$ cat config.mk
export PLATFORM = sky130hd
export DESIGN_NAME = focvv_atan
export DESIGN_NICKNAME = d
export VERILOG_FILES = /design/src/rtl/core/focvv_pkg.sv /design/src/rtl/core/focvv_atan.sv
export SDC_FILE = /design/constraint.sdc
export NUM_CORES = 2
export LEC_CHECK = 0
export ABC_AREA = 1
export BUFFER_PORTS_ARGS = -buffer_cell sky130_fd_sc_hd__buf_2
export CAP_MARGIN = 20
export CORE_UTILIZATION = 55
export DETAILED_ROUTE_END_ITERATION = 7
export GPL_ROUTABILITY_DRIVEN = 0
export PLACE_DENSITY = 0.81
export SLEW_MARGIN = 30
export SYNTH_ARGS = -nofsm -noshare
export SYNTH_HDL_FRONTEND = slang
export SYNTH_SLANG_ARGS = --single-unit
$ cat constraint.sdc
create_clock -name clock -period 9.76 [get_ports clock]
set_input_delay 1.952 -clock clock [delete_from_list [all_inputs] [get_ports clock]]
set_output_delay 1.952 -clock clock [all_outputs]
set_load 0.02 [all_outputs]
$ cat src/rtl/core/focvv_pkg.sv
// Shared types, widths and constants of the FOC current to voltage vector block.
package focvv_pkg;

   // Port field widths
   localparam int unsigned CURRENT_W = 16;
   localparam int unsigned VOLT_W    = 16;
   localparam int unsigned ANGLE_W   = 16;
   localparam int unsigned LIMIT_W   = 15;

   localparam logic [LIMIT_W-1:0] LIMIT_RESET = 15'd20480;

   // Clarke constants, Q0.16
   localparam logic [15:0] INV_SQRT6 = 16'd26755;
   localparam logic [15:0] INV_SQRT2 = 16'd46341;

   // CORDIC
   localparam int unsigned CORDIC_STEPS = 16;
   localparam int unsigned SC_W         = 18;   // sin/cos datapath, Q1.14 plus headroom
   localparam int unsigned Z_W          = 18;   // residual angle
   localparam int unsigned AT_W         = 33;   // vectoring datapath
   localparam int unsigned ARC_W        = 14;
   localparam int          QUARTER_TURN = 16384;
   localparam int          HALF_TURN    = 32768;
   localparam logic signed [SC_W-1:0] CORDIC_START = 18'sd9949;

   localparam logic [ARC_W-1:0] ARC_STEP [CORDIC_STEPS] = '{
      14'd8192, 14'd4836, 14'd2555, 14'd1297, 14'd651, 14'd326, 14'd163, 14'd81,
      14'd41,   14'd20,   14'd10,   14'd5,    14'd3,   14'd1,   14'd1,   14'd0
   };

   // Datapath widths
   localparam int unsigned CLARKE_W = 25;
   localparam int unsigned PROD_W   = 34;
   localparam int unsigned VA_W     = 28;
   localparam int unsigned SUM_W    = 28;
   localparam int unsigned NUM_W    = 44;
   localparam int unsigned DEN_W    = SUM_W + 1;
   localparam int unsigned QUO_W    = LIMIT_W;

   // Pipeline latencies
   localparam int unsigned SC_LAT     = CORDIC_STEPS + 1;
   localparam int unsigned AT_LAT     = CORDIC_STEPS + 1;
   localparam int unsigned PIPE_DEPTH = 1 + SC_LAT + 4 + QUO_W + 1 + AT_LAT;

   typedef struct packed {
      logic signed [CURRENT_W-1:0] current_a;
      logic signed [CURRENT_W-1:0] current_b;
      logic signed [CURRENT_W-1:0] current_c;
      logic signed [CURRENT_W-1:0] torque_target;
      logic        [ANGLE_W-1:0]   rotor_angle;
   } req_type;

   typedef struct packed {
      logic signed [VOLT_W-1:0]  volt_alpha;
      logic signed [VOLT_W-1:0]  volt_beta;
      logic signed [ANGLE_W-1:0] vector_angle;
      logic                      zero_magnitude;
   } rsp_type;

endpackage

$ cat src/rtl/core/focvv_atan.sv
// Pipelined vectoring CORDIC: atan(b/a) of the scaled voltage vector.
module focvv_atan (
   input  logic                                  clock,
   input  logic                                  en,
   input  logic signed [focvv_pkg::VOLT_W-1:0]   a_val,
   input  logic signed [focvv_pkg::VOLT_W-1:0]   b_val,
   output logic signed [focvv_pkg::ANGLE_W-1:0]  angle
);

   localparam int unsigned STEPS = focvv_pkg::CORDIC_STEPS;
   localparam int unsigned AW    = focvv_pkg::AT_W;
   localparam int unsigned ZW    = focvv_pkg::Z_W;
   localparam int unsigned GW    = focvv_pkg::ANGLE_W;

   logic signed [AW-1:0] x_ff     [STEPS+1];
   logic signed [AW-1:0] y_ff     [STEPS+1];
   logic signed [ZW-1:0] z_ff     [STEPS+1];
   logic                 spec_ff  [STEPS+1];
   logic signed [GW-1:0] specv_ff [STEPS+1];

   logic signed [AW-1:0] a_ext;
   logic signed [AW-1:0] b_ext;
   logic signed [AW-1:0] x0_in;
   logic signed [AW-1:0] y0_in;
   logic signed [GW-1:0] specv_in;
   logic signed [ZW-1:0] z_last;
   logic signed [ZW-1:0] z_clamp;

   // Mirror into the right half plane, lift by 2^14; flag the vertical case
   always_comb begin
      a_ext = AW'(a_val);
      b_ext = AW'(b_val);
      if (a_val[GW-1]) begin
         x0_in = (-a_ext) <<< 14;
         y0_in = (-b_ext) <<< 14;
      end else begin
         x0_in = a_ext <<< 14;
         y0_in = b_ext <<< 14;
      end
      if (b_val > 0) begin
         specv_in = GW'(focvv_pkg::QUARTER_TURN);
      end else if (b_val < 0) begin
         specv_in = -GW'(focvv_pkg::QUARTER_TURN);
      end else begin
         specv_in = '0;
      end
   end

   always_ff @(posedge clock) begin
      if (en) begin
         x_ff[0]     <= x0_in;
         y_ff[0]     <= y0_in;
         z_ff[0]     <= '0;
         spec_ff[0]  <= (a_val == '0);
         specv_ff[0] <= specv_in;
      end
   end

   // Drive y toward zero, one step per stage
   for (genvar k = 0; k < STEPS; k++) begin : g_step
      logic signed [AW-1:0] xs;
      logic signed [AW-1:0] ys;
      logic signed [ZW-1:0] arc;
      logic signed [AW-1:0] x_in;
      logic signed [AW-1:0] y_in;
      logic signed [ZW-1:0] z_in;

      always_comb begin
         xs  = x_ff[k] >>> k;
         ys  = y_ff[k] >>> k;
         arc = $signed(ZW'(focvv_pkg::ARC_STEP[k]));
         if (!y_ff[k][AW-1]) begin
            x_in = x_ff[k] + ys;
            y_in = y_ff[k] - xs;
            z_in = z_ff[k] + arc;
         end else begin
            x_in = x_ff[k] - ys;
            y_in = y_ff[k] + xs;
            z_in = z_ff[k] - arc;
         end
      end

      always_ff @(posedge clock) begin
         if (en) begin
            x_ff[k+1]     <= x_in;
            y_ff[k+1]     <= y_in;
            z_ff[k+1]     <= z_in;
            spec_ff[k+1]  <= spec_ff[k];
            specv_ff[k+1] <= specv_ff[k];
         end
      end
   end

   // Clamp to a quarter turn, or take the vertical answer
   always_comb begin
      z_last  = z_ff[STEPS];
      z_clamp = z_last;
      if (z_last > ZW'(focvv_pkg::QUARTER_TURN)) begin
         z_clamp = ZW'(focvv_pkg::QUARTER_TURN);
      end else if (z_last < -ZW'(focvv_pkg::QUARTER_TURN)) begin
         z_clamp = -ZW'(focvv_pkg::QUARTER_TURN);
      end
      angle = spec_ff[STEPS] ? specv_ff[STEPS] : GW'(z_clamp);
   end

endmodule

Yosys cells after proc, flatten, opt, wreduce, memory -nomap -nowiden
Memories as Yosys holds them, arrays and structs flattened.
Index checks and enable logic that the tools add are counted.
Operators by class
  muxes and demuxes: 56
  reduce and logical (&&, ||, !) cells: 1
  add/subtract/negate cells: 95
  order comparisons: 4
Operators with widths (number)
  two-way mux 33 bit: 34
  two-way mux 18 bit: 15
  two-way mux 16 bit: 5
  adder 33 x 18 -> 33 bit: 2
  adder 33 x 19 -> 33 bit: 2
  adder 33 x 20 -> 33 bit: 2
  adder 33 x 21 -> 33 bit: 2
  adder 33 x 22 -> 33 bit: 2
  adder 33 x 23 -> 33 bit: 2
  adder 33 x 24 -> 33 bit: 2
  adder 33 x 25 -> 33 bit: 2
  adder 33 x 26 -> 33 bit: 2
  adder 33 x 27 -> 33 bit: 2
  adder 33 x 28 -> 33 bit: 2
  adder 33 x 29 -> 33 bit: 2
  adder 33 x 30 -> 33 bit: 2
  adder 33 x 31 -> 33 bit: 2
  adder 33 x 32 -> 33 bit: 2
  subtractor 33 x 18 -> 33 bit: 2
  subtractor 33 x 19 -> 33 bit: 2
  subtractor 33 x 20 -> 33 bit: 2
  subtractor 33 x 21 -> 33 bit: 2
  subtractor 33 x 22 -> 33 bit: 2
  subtractor 33 x 23 -> 33 bit: 2
  other kinds (46): 60
Storage, ports and cells
  logic and storage cells: 161
  register bits: 0
  memory bits (writable): 1717
  output and inout port bits: 16
  memories kept: 5
Memories
  x_ff: words 17, bits a word 33, read ports 16, clocked after memory_dff 0, wr ports 17, RTL line focvv_atan.sv:15  | logic signed [AW-1:0] x_ff [STEPS+1];
  y_ff: words 17, bits a word 33, read ports 16, clocked after memory_dff 0, wr ports 17, RTL line focvv_atan.sv:16  | logic signed [AW-1:0] y_ff [STEPS+1];
  z_ff: words 17, bits a word 18, read ports 17, clocked after memory_dff 0, wr ports 17, RTL line focvv_atan.sv:17  | logic signed [ZW-1:0] z_ff [STEPS+1];
  specv_ff: words 17, bits a word 16, read ports 17, clocked after memory_dff 0, wr ports 17, RTL line focvv_atan.sv:19  | logic signed [GW-1:0] specv_ff [STEPS+1];
  spec_ff: words 17, bits a word 1, read ports 17, clocked after memory_dff 0, wr ports 17, RTL line focvv_atan.sv:18  | logic spec_ff [STEPS+1];

Depth between registers and ports, before layout
An unclocked memory read counts as a cell.
  word-level depth: 5
  depth in mapped cells: 24
  depth with buffers taken out: 24

Worst setup path after synthesis
OpenSTA, ideal clock, no wires.
  path type: in2reg
  start: input b_val[1] (netlist bit)
  end: memory specv_ff[0][14] (netlist bit) (data pin)
  arrival time: 3.334 ns
  slack: 6.164 ns
  stages on the path: 10
  library setup time: 0.262 ns
  path through: inv_1 ha_1 nand3_1 nand3b_1 nor2_1 nand2_1 nor3_1 nand3_1 ha_1 or2_2
RTL lines
  start: declaration: RTL line focvv_atan.sv:6  | input logic signed [focvv_pkg::VOLT_W-1:0] b_val,
  end: declaration: RTL line focvv_atan.sv:19

==> reports/metrics.cfg <==
[status]
outcome = complete, but fails checks
violations = DRC

[critical_path]
crit_family = simple AND/OR/NAND/NOR gates
regToRegSetupSlack_ns = 5.73
cp-start-kind = flip-flop
end_kind = primary output
cp-startpoint = z_ff[16][8]$_DFFE_PP_
critPathBufInv = 1
cp_slowest_cell = edfxtp_1
path_cells = or2_0 > nor4_1 > nand3_1 > o21ai_1 > nand2_1 > nor2_1 > buf_2
cp_max_fo = 13
critPathKind = reg -> out
worstPathRequired_ns = 7.81
reg2reg_from = y_ff[0][170]$_DFFE_PP_
slowest_delay_ns = 0.39
crit_arrival_ns = 2.45

[synth]
synth_compound_area_share_pct = 13.2
synthCells = 13140
syn_avg_cell_area_sq_um = 7.60
synth_cell_types = 66
synthMuxAreaShare_pct = 0.0200
synthAdderAreaFrac_pct = 13.1
yosysWarnings = 0
ys_seq_area_share_pct = 32.2
async_flop_share_pct = 0
synth_area_sq_mm = 0.0999
synth_edf_count = 1071
synth-xor-area-share_pct = 11.0
synth-main-ff-cell = edfxtp_1
synth-seq-cells = 1071
synth_top_family_by_area = simple AND/OR/NAND/NOR gates
synthSimpleGateAreaFrac_pct = 24.3

[timing]
post-route-min-period_ns = 4.40
finalHoldViolCount = 0
rsz0062_at_grt = no
final.period_utilization_pct = 45.1
max_freq_mhz = 227
worstMarginPinSlew_ns = 0.997
clock_skew_ns = 0.0517
maxSlewViolCount = 0
finalSetupViolations = 0
tns_ns = 0
slew_headroom_pct = 33.5

[layout]
drive_gt1_share_pct = 2.97
layout_common_cells = 2798 x nand2_1, 1511 x inv_1, 1456 x nor2_1
multiInputGateArea_sq_mm = 0.0615
final_common_cell = nand2_1
layout.nets = 14291
synthToLayoutAreaGrowth_pct = 7.21
fill_cells = 15850
postLayoutCellArea_sq_mm = 0.107
regArea_sq_mm = 0.0322

[route]
avgRoutedWirePerCell_um = 17.8
drcViolationCount = 1
vias = 91852
drtPass1Iterations = 8
via_per_inst = 5.85
ant_nets = 0
drtIter0Drc = 10524
finalWirelength_um = 279000

[clock_network]
path_clk_slew_ns = 0.06
ctsHoldBuffers = 0
insertion_delay_ns = 0.80
post_cts_buffers = 0
cts_buffer_depth = 3
htreeDepth = 3
clockRootBuffer = clkbuf_16
ctsResizeCount = 0
cts_tree = done
cts_buffers = 116
clock-sinks = 1071

[global_routing]
grt_max_degree = 172
grt_use_total_pct = 29.5
antenna_found_initial = 3
grt_pass1_vias = 84657
grt_pass1_wl_um = 440000
gr-total-overflow = 0

[die]
core.rowCount = 156
coreArea_sq_mm = 0.181
io_pins = 50
initial_core_util_pct = 55.3
dieArea_sq_mm = 0.183
die_h_um = 428
die_width_um = 428

[placed_design]
hpwlAfterDp_um = 223000
io_buffer_count = 48
place_area_sq_mm = 0.103

[worst_hold_path]
min_from = specv_ff[10][14]$_DFFE_PP_
hold_path.class = reg -> reg

[run]
drv_cap = 0

==> cells in the mapped netlist, drive strengths merged, types with 51 or more instances <==
| cell type | n | area (sq um) |
|---|---|---|
| inv | 1537 | 5770 |
| o21a | 62 | 465 |
| nor2 | 1480 | 5620 |
| o21ai | 746 | 3770 |
| a21boi | 51 | 383 |
| nor3 | 319 | 1700 |
| a31oi | 52 | 325 |
| a21oi | 1218 | 6100 |
| edfxtp | 1071 | 32200 |
| a21o | 76 | 571 |
| nor4 | 116 | 757 |
| nand2 | 2811 | 10600 |
| o21bai | 115 | 890 |
| xor2 | 951 | 8330 |
| ha | 995 | 12400 |
| xnor2 | 299 | 2620 |
| nand3 | 685 | 3470 |
| clkbuf | 74 | 278 |
| nand4 | 226 | 1430 |
==> metrics by stage <==
step / util [%] / setup slack [ns] / instances / hold WS [ns]
6_report: 59.3 / 5.36 / 15702 / 0.408
5_1_grt: 59.3 / 5.15 / 15701 / 0.405
4_1_cts: 59.3 / 5.30 / 15700 / 0.404
3_5_place_dp: 57.0 / 5.12 / 15482 / 0.405
3_3_place_gp: 57.0 / 5.28 / 15481 / 0.401
2_1_floorplan: - / 6.16 / 13143 / 0.400
==> area by class of cell <==
type                    count  share of cell area [%]
multi-input cells       10423                    57.4
inverters                1540                    5.40
well taps                2370                    2.77
flip-flops and latches   1071                    30.0
repair buffers             79                   0.523
clock buffers             127                    2.81
diodes                      1                 0.00234
clock inverters            91                    1.05
==> cell families (layout without fill, tap and decap cells) <==
family / count (synthesis) / after routing
and+or+nand+nor: 5735 / 5735
adders and majority gates: 1026 / 1026
AOI/OAI and AO/OA: 2406 / 2406
other: 1 / 5
buffers and inverters: 1649 / 1837
xor gates and xnor gates: 1250 / 1250
DFF: 1071 / 1071
muxes: 2 / 2
==> registers in the layout, indices dropped and copies added, names as in the netlist <==
signal / count
spec_ff: 17
specv_ff: 34
x_ff: 385
y_ff: 394
z_ff: 241
==> metal layers <==
| layer | global-route usage [%] | vias to the layer above | share of wire, % |
|---|---|---|---|
| met5 | 0.755 | - | 0.068 |
| met4 | 9.98 | 4 | 3.7 |
| met3 | 7.63 | 800 | 12 |
| met2 | 46.5 | 4703 | 43 |
| met1 | 39.1 | 41506 | 41 |
| li1 | - | 44839 | - |
==> worst paths after layout <==
path              cells past startpoint                          to
hold / removal                        0  specv_ff[11][14]$_DFFE_PP_
setup / recovery                      7                    angle[1]
hold reg to reg                       0  specv_ff[11][14]$_DFFE_PP_
setup reg to reg                     16      x_ff[0][215]$_DFFE_PP_
Power is left out: the tool's default activity adds up to more than one toggle a clock period on the data nets, which glitch-free logic cannot reach.
