--- src/rtl/core/focvv_pkg.sv ---
// Shared types, widths and constants of the FOC current to voltage vector block.
package focvv_pkg;

   // Port field widths
   localparam int unsigned CURRENT_W = 16;
   localparam int unsigned VOLT_W    = 16;
   localparam int unsigned ANGLE_W   = 16;
   localparam int unsigned LIMIT_W   = 15;

   localparam logic [LIMIT_W-1:0] LIMIT_RESET = 15'd20480;

   // Clarke constants, Q0.16
   localparam logic [15:0] INV_SQRT6 = 16'd26755;
   localparam logic [15:0] INV_SQRT2 = 16'd46341;

   // CORDIC
   localparam int unsigned CORDIC_STEPS = 16;
   localparam int unsigned SC_W         = 18;   // sin/cos datapath, Q1.14 plus headroom
   localparam int unsigned Z_W          = 18;   // residual angle
   localparam int unsigned AT_W         = 33;   // vectoring datapath
   localparam int unsigned ARC_W        = 14;
   localparam int          QUARTER_TURN = 16384;
   localparam int          HALF_TURN    = 32768;
   localparam logic signed [SC_W-1:0] CORDIC_START = 18'sd9949;

   localparam logic [ARC_W-1:0] ARC_STEP [CORDIC_STEPS] = '{
      14'd8192, 14'd4836, 14'd2555, 14'd1297, 14'd651, 14'd326, 14'd163, 14'd81,
      14'd41,   14'd20,   14'd10,   14'd5,    14'd3,   14'd1,   14'd1,   14'd0
   };

   // Datapath widths
   localparam int unsigned CLARKE_W = 25;
   localparam int unsigned PROD_W   = 34;
   localparam int unsigned VA_W     = 28;
   localparam int unsigned SUM_W    = 28;
   localparam int unsigned NUM_W    = 44;
   localparam int unsigned DEN_W    = SUM_W + 1;
   localparam int unsigned QUO_W    = LIMIT_W;

   // Pipeline latencies
   localparam int unsigned SC_LAT     = CORDIC_STEPS + 1;
   localparam int unsigned AT_LAT     = CORDIC_STEPS + 1;
   localparam int unsigned PIPE_DEPTH = 1 + SC_LAT + 4 + QUO_W + 1 + AT_LAT;

   typedef struct packed {
      logic signed [CURRENT_W-1:0] current_a;
      logic signed [CURRENT_W-1:0] current_b;
      logic signed [CURRENT_W-1:0] current_c;
      logic signed [CURRENT_W-1:0] torque_target;
      logic        [ANGLE_W-1:0]   rotor_angle;
   } req_type;

   typedef struct packed {
      logic signed [VOLT_W-1:0]  volt_alpha;
      logic signed [VOLT_W-1:0]  volt_beta;
      logic signed [ANGLE_W-1:0] vector_angle;
      logic                      zero_magnitude;
   } rsp_type;

endpackage

--- src/rtl/core/focvv_sincos.sv ---
// Pipelined rotation CORDIC: sine and cosine of a binary angle, one stage per step.
module focvv_sincos (
   input  logic                                 clock,
   input  logic                                 en,
   input  logic [focvv_pkg::ANGLE_W-1:0]        angle,
   output logic signed [focvv_pkg::SC_W-1:0]    sin_val,
   output logic signed [focvv_pkg::SC_W-1:0]    cos_val
);

   localparam int unsigned STEPS = focvv_pkg::CORDIC_STEPS;
   localparam int unsigned SW    = focvv_pkg::SC_W;
   localparam int unsigned ZW    = focvv_pkg::Z_W;

   logic signed [SW-1:0] x_ff    [STEPS+1];
   logic signed [SW-1:0] y_ff    [STEPS+1];
   logic signed [ZW-1:0] z_ff    [STEPS+1];
   logic                 flip_ff [STEPS+1];

   logic signed [ZW-1:0] z_ext;
   logic signed [ZW-1:0] z_fold_in;
   logic                 flip_in;

   // Fold the angle into the right half plane
   always_comb begin
      z_ext     = ZW'($signed(angle));
      z_fold_in = z_ext;
      flip_in   = 1'b0;
      if (z_ext > ZW'(focvv_pkg::QUARTER_TURN)) begin
         z_fold_in = z_ext - ZW'(focvv_pkg::HALF_TURN);
         flip_in   = 1'b1;
      end else if (z_ext < -ZW'(focvv_pkg::QUARTER_TURN)) begin
         z_fold_in = z_ext + ZW'(focvv_pkg::HALF_TURN);
         flip_in   = 1'b1;
      end
   end

   always_ff @(posedge clock) begin
      if (en) begin
         x_ff[0]    <= focvv_pkg::CORDIC_START;
         y_ff[0]    <= '0;
         z_ff[0]    <= z_fold_in;
         flip_ff[0] <= flip_in;
      end
   end

   // One micro-rotation per stage
   for (genvar k = 0; k < STEPS; k++) begin : g_step
      logic signed [SW-1:0] xs;
      logic signed [SW-1:0] ys;
      logic signed [ZW-1:0] arc;
      logic signed [SW-1:0] x_in;
      logic signed [SW-1:0] y_in;
      logic signed [ZW-1:0] z_in;

      always_comb begin
         xs  = x_ff[k] >>> k;
         ys  = y_ff[k] >>> k;
         arc = $signed(ZW'(focvv_pkg::ARC_STEP[k]));
         if (!z_ff[k][ZW-1]) begin
            x_in = x_ff[k] - ys;
            y_in = y_ff[k] + xs;
            z_in = z_ff[k] - arc;
         end else begin
            x_in = x_ff[k] + ys;
            y_in = y_ff[k] - xs;
            z_in = z_ff[k] + arc;
         end
      end

      always_ff @(posedge clock) begin
         if (en) begin
            x_ff[k+1]    <= x_in;
            y_ff[k+1]    <= y_in;
            z_ff[k+1]    <= z_in;
            flip_ff[k+1] <= flip_ff[k];
         end
      end
   end

   // Undo the fold
   assign cos_val = flip_ff[STEPS] ? -x_ff[STEPS] : x_ff[STEPS];
   assign sin_val = flip_ff[STEPS] ? -y_ff[STEPS] : y_ff[STEPS];

endmodule

--- config.mk ---
export PLATFORM = sky130hd
export DESIGN_NAME = focvv_sincos
export DESIGN_NICKNAME = d
export VERILOG_FILES = /design/src/rtl/core/focvv_pkg.sv /design/src/rtl/core/focvv_sincos.sv
export SDC_FILE = /design/constraint.sdc
export NUM_CORES = 2
export LEC_CHECK = 0
export BUFFER_PORTS_ARGS = -buffer_cell sky130_fd_sc_hd__buf_2
export CORE_MARGIN = 3
export CORE_UTILIZATION = 40
export DETAILED_ROUTE_END_ITERATION = 8
export SKIP_LAST_GASP = 1
export SYNTH_ARGS = -nofsm -noshare
export SYNTH_HDL_FRONTEND = slang
export SYNTH_SLANG_ARGS = --single-unit
export TNS_END_PERCENT = 20
--- constraint.sdc ---
create_clock -name clock -period 10.2 [get_ports clock]
set_clock_uncertainty 0.2 [all_clocks]
set_input_delay 0.51 -clock clock [delete_from_list [all_inputs] [get_ports clock]]
set_output_delay 0.51 -clock clock [all_outputs]
set_load 0.02 [all_outputs]
## Yosys cells after proc, flatten, opt, wreduce, memory -nomap -nowiden

Memory sizes are Yosys's and may differ from the RTL's.
Cells that the tools add are included.

| operators by class | value |
|---|---|
| add/sub/neg operators | 97 |
| $lt $le $gt $ge | 2 |
| mux-type cells | 55 |

Operators by type and width:

| operator | number |
|---|---|
| $mux 18 | 51 |
| $add 18x10->18 | 2 |
| $add 18x11->18 | 2 |
| $add 18x12->18 | 2 |
| $add 18x13->18 | 2 |
| $add 18x14->18 | 2 |
| $add 18x15->18 | 2 |
| $add 18x16->18 | 2 |
| $add 18x17->18 | 2 |
| $add 18x2->18 const B | 2 |
| $add 18x3->18 | 2 |
| $add 18x4->18 | 2 |
| $add 18x5->18 | 2 |
| $add 18x6->18 | 2 |
| $add 18x7->18 | 2 |
| $add 18x8->18 | 2 |
| $add 18x9->18 | 2 |
| $neg 18->18 | 2 |
| $sub 18x10->18 | 2 |
| $sub 18x11->18 | 2 |
| $sub 18x12->18 | 2 |
| $sub 18x13->18 | 2 |
| $sub 18x14->18 | 2 |
| $sub 18x15->18 | 2 |
| other kinds (43) | 57 |

| storage, ports and cells | value |
|---|---|
| register bits | 0 |
| bits in writable memories | 935 |
| input port bits | 18 |
| output and inout bits | 36 |
| word-level logic and storage cells | 158 |
| memories | 4 |

Memory list:

| name | depth | bits a word | read ports | clocked after Yosys merged registers in | wr ports | line | text |
|---|---|---|---|---|---|---|---|
| x_ff | 17 | 18 | 17 | 0 | 17 | focvv_sincos.sv:14 | `logic signed [SW-1:0] x_ff [STEPS+1];` |
| y_ff | 17 | 18 | 17 | 0 | 17 | focvv_sincos.sv:15 | `logic signed [SW-1:0] y_ff [STEPS+1];` |
| z_ff | 17 | 18 | 16 | 0 | 17 | focvv_sincos.sv:16 | `logic signed [ZW-1:0] z_ff [STEPS+1];` |
| flip_ff | 17 | 1 | 17 | 0 | 17 | focvv_sincos.sv:17 | `logic flip_ff [STEPS+1];` |

## Depth between registers and ports, before layout

| logic depth | value |
|---|---|
| depth in word-level cells | 3 |
| mapped depth | 17 |
| mapped depth without buffers | 17 |

## Worst setup path before layout

Ideal clock, no wire load.

| timing path | value |
|---|---|
| path type | register to register |
| start point | mem x_ff[0][62] in the netlist's numbering |
| end point | mem y_ff[0][89] in the netlist's numbering (data pin) |
| setup time | 259 ps |
| arrival time | 3288 ps |
| required time | 9741 ps |
| slack | 6453 ps |
| stages on the path, launching flop included | 14 |
| buffers on the path | 0 |
| period minus slack after synthesis | 3747 ps |
| path through | edfxtp_1 -> or4_1 -> nor4_1 -> a21oi_1 -> xnor2_1 -> ha_1 -> a21o_1 -> a21o_1 -> a221o_1 -> a31oi_1 -> a21oi_1 -> a21o_1 -> a21oi_1 -> xnor2_1 |

RTL lines:

| item | line |
|---|---|
| from (decl) | focvv_sincos.sv:14 |
| to (decl) | focvv_sincos.sv:15 |

==> summary.md <==
| Metric | Value |
|---|---|
| Register area share after synthesis | `approximately two fifths` |
| Synth warn | `0` |
| R2R setup slack | `5950 ps` |
| Commonest non-fill, non-tap cell in the layout | `edfxtp_1` |
| Synth unique cells | `91` |
| Overall routing resource usage | `16.43%` |
| Initial antenna violation count | `1` |
| Reg-to-reg endpoint | `y_ff[0][231]` |
| EDFF count, synth | `825` |
| Post-DRT Antenna Nets | `0` |
| RePlAce Congestion | `slightly below 0.9` |
| DR pass1 iterations | `6` |
| Max Root-Sink Buffers | `3` |
| Final Hold Vio Count | `0` |
| Crit path max fanout | `26` |
| Setup violators final | `0` |
| Routed WL | `132300 um` |
| Data required time of the critical path | `10410 ps` |
| Final worst-path cycle share | `around two fifths` |
| Max-cap violations | `0` |
| Mux cell area share after synthesis | `under 10%` |
| CTS clock-pin slew for the worst setup and hold paths | `about 60 ps` |
| Fin Setup TNS | `0 ps` |
| Nets | `between 6000 and 7000` |
| Pins Over Slew Limit | `0` |
| First-pass GRT wire length | `218200 um` |
| IO Port Bufs | `53` |
| Syn_area_per_cell | `~10 um2` |
| Layout Utilization | `around 44%` |
| Critical path's slowest cell | `edfxtp_1` |
| Compound-cell area share of the yosys netlist | `about 18%` |
| Pre-CTS setup slack | `between 5000 and 6000 ps` |
| IO Pins | `54` |
| Most frequent cells in the layout | `edfxtp_1, ha_1, a21oi_1` |
| Async SR Flop Fraction | `0%` |
| Vias per inst | `5.361` |
| N_diodes | `0` |
| Synth Cell Area | `roughly 0.062 mm2` |
| Sink Count | `just over 800` |
| Clock latency on the worst-skew pair | `roughly 730 ps` |
| Crit path top cell by count | `a21oi_1` |
| Hold path start | `en` |
| Startpoint class of the critical path | `register` |
| Die height | `roughly 400 um` |
| Adder-Cell Fraction of Synth Area | `between 10% and 20%` |
| Hold depth | `1` |
| #FFs+latches synth | `825` |
| Wire length per cell | `between 15 and 20 um` |
| Worst Slack Setup Final | `~6000 ps` |
| Vias | `44215` |
| Root Buffer | `clkbuf_16` |
| Std-Cell Rows | `about 140` |
| Crit-path cells | `inv_1 -> nor2_1 -> a21oi_1 -> ha_1 -> a21oi_1 -> o21ai_0 -> a21o_1 -> a31oi_1 -> nor2b_1 -> a311o_1 -> a21oi_1 -> xnor2_1` |
| Simple-Gate Fraction of Synth Area | `around 10%` |
| Vias in the first global route | `roughly 44000` |
| Core Area | `roughly 0.15 mm2` |
| CTS tree | `done` |
| Origin of the critical flop-to-flop path | `z_ff[0][215]` |
| Overflow after GRT | `0` |
| Cells after Synth | `~6000` |
| Crit end category | `register` |
| FF-to-FF path depth | `12` |
| Residual DRC | `0` |
| Achievable frequency | `about 240 MHz` |
| Hold Path Class | `input pin to register` |
| Status | `finished, final reports clean` |
| Arr. time, crit path | `roughly 4500 ps` |
| Synth Area in XOR/XNOR | `11.81%` |
| Area delta synth->final | `9.756%` |
| Hpwl dp | `101500 um` |
| Initial DRC Count | `2303` |
| Hold endpoint | `x_ff[0][160]` |
| Number of buffers created by CTS | `98` |
| Layout cell share with drive strength beyond 1 | `about 4.3%` |
| Unrepaired setup endpoints after global routing | `no` |
| Slowest Stage Delay on Critical Path | `around 840 ps` |
| Ys flop type | `edfxtp_1` |
| Post-DP Area | `0.06487 mm2` |
| Critical path class | `register to register` |
| Final min period | `approximately 4200 ps` |
| Die span in x | `400.2 um` |
| Starting density of the core | `40.30%` |
| Die ar. | `between 0.15 and 0.2 mm2` |
| Worst-margin pin slew | `between 1000 and 1500 ps` |
| Cell area after layout | `0.06821 mm2` |
| Largest net degree at the start of global routing | `roughly 190` |
| Largest family of logic cells by synthesized area | `compound AO/OA/AOI/OAI gates` |
| H-Tree Level Count | `3` |
| Slew margin rel. | `just over 20%` |
critical path: cells and delay by family, from the launching register on:
kind                     cells  cell delay [ps]
AO/OA/AOI/OAI                7             1270
XOR/XNOR                     1               80
adder cells (fa/ha/maj)      1              340
flip-flops                   1              840
AND/OR/NAND/NOR              2              620
buffers and inverters        1              640
Yosys cell counts (all sizes together), types with 25 or more instances:
cell | n | area [um2]
or3 | 30 | 192.7
a31oi | 65 | 421.7
nor3 | 126 | 640.6
a21oi | 613 | 3072
edfxtp | 825 | 24770
o31ai | 27 | 212.7
nand2 | 291 | 1092
inv | 340 | 1276
nand2b | 111 | 694.4
mux2i | 38 | 380.4
a211oi | 70 | 530.5
o21bai | 72 | 540.5
xor2 | 261 | 2286
o41ai | 25 | 226.5
o211ai | 29 | 217.7
fa | 45 | 900.9
nand3 | 78 | 390.4
o21a | 84 | 630.6
xnor2 | 577 | 5054
nor2b | 72 | 450.4
clkbuf | 63 | 236.5
a21o | 247 | 1854
o21ai | 325 | 1642
nor2 | 432 | 1622
nand4 | 42 | 262.8
ha | 773 | 9672
area by class of cell:
cell class,instances,area [um2]
Fill cell,14510,86020
Multi-Input combinational cell,4775,35840
Sequential cell,825,24770
Tap cell,2044,2557
Clock buffer,112,2505
Inverter,340,1276
Clock inverter,69,676.9
Timing Repair Buffer,82,583.1
flip-flops by register name (all words and copies together) (netlist names):
| signal | flops |
|---|---|
| z_ff | 270 |
| x_ff | 269 |
| y_ff | 269 |
| flip_ff | 17 |
kinds of logic after synthesis:
family,after synthesis
multiplexers,60
other,2
XOR/XNOR,838
AO/OA/AOI/OAI,1729
buffers and inverters,410
AND/OR/NAND/NOR,1325
flip-flops,825
adder cells (fa/ha/maj),818
per-stage QoR:
| step | cells | hold WS (ps) |
|---|---|---|
| global route | 8247 | 112.9 |
| CTS | 8247 | 102.8 |
| floorplan | 6010 | 200.3 |
| global placement | 8050 | 202.1 |
| detailed placement | 8050 | 204.5 |
| finish | 8247 | 84.74 |
how the worst max path moves through the flow:
stage,from,to,cells after the start
3_5_place_dp,z_ff[0][215],x_ff[0][232],12
4_1_cts,x_ff[0][62],y_ff[0][89],13
5_1_grt,z_ff[0][215],y_ff[0][231],12
3_3_place_gp,z_ff[0][197],y_ff[0][214],12
6_report,z_ff[0][215],y_ff[0][231],12
2_1_floorplan,x_ff[0][62],y_ff[0][89],13
layer usage:
metal  track usage, %  wire length [um]  up-vias
met2            30.03             66110      666
li1                 -                 -    22516
met5                0                 0        -
met1            19.99             57940    20810
met3            2.075              4309      223
met4            5.072              3956        0
what timing repair did:
action                                 CTS  global route
buffers inserted                         0             0
gates resized for setup                  0             0
endpoints found under the hold margin   18             0
hold buffers                            16             0
Power is left out: the tool's default activity adds up to more than one toggle a clock period on the data nets, which glitch-free logic cannot reach.
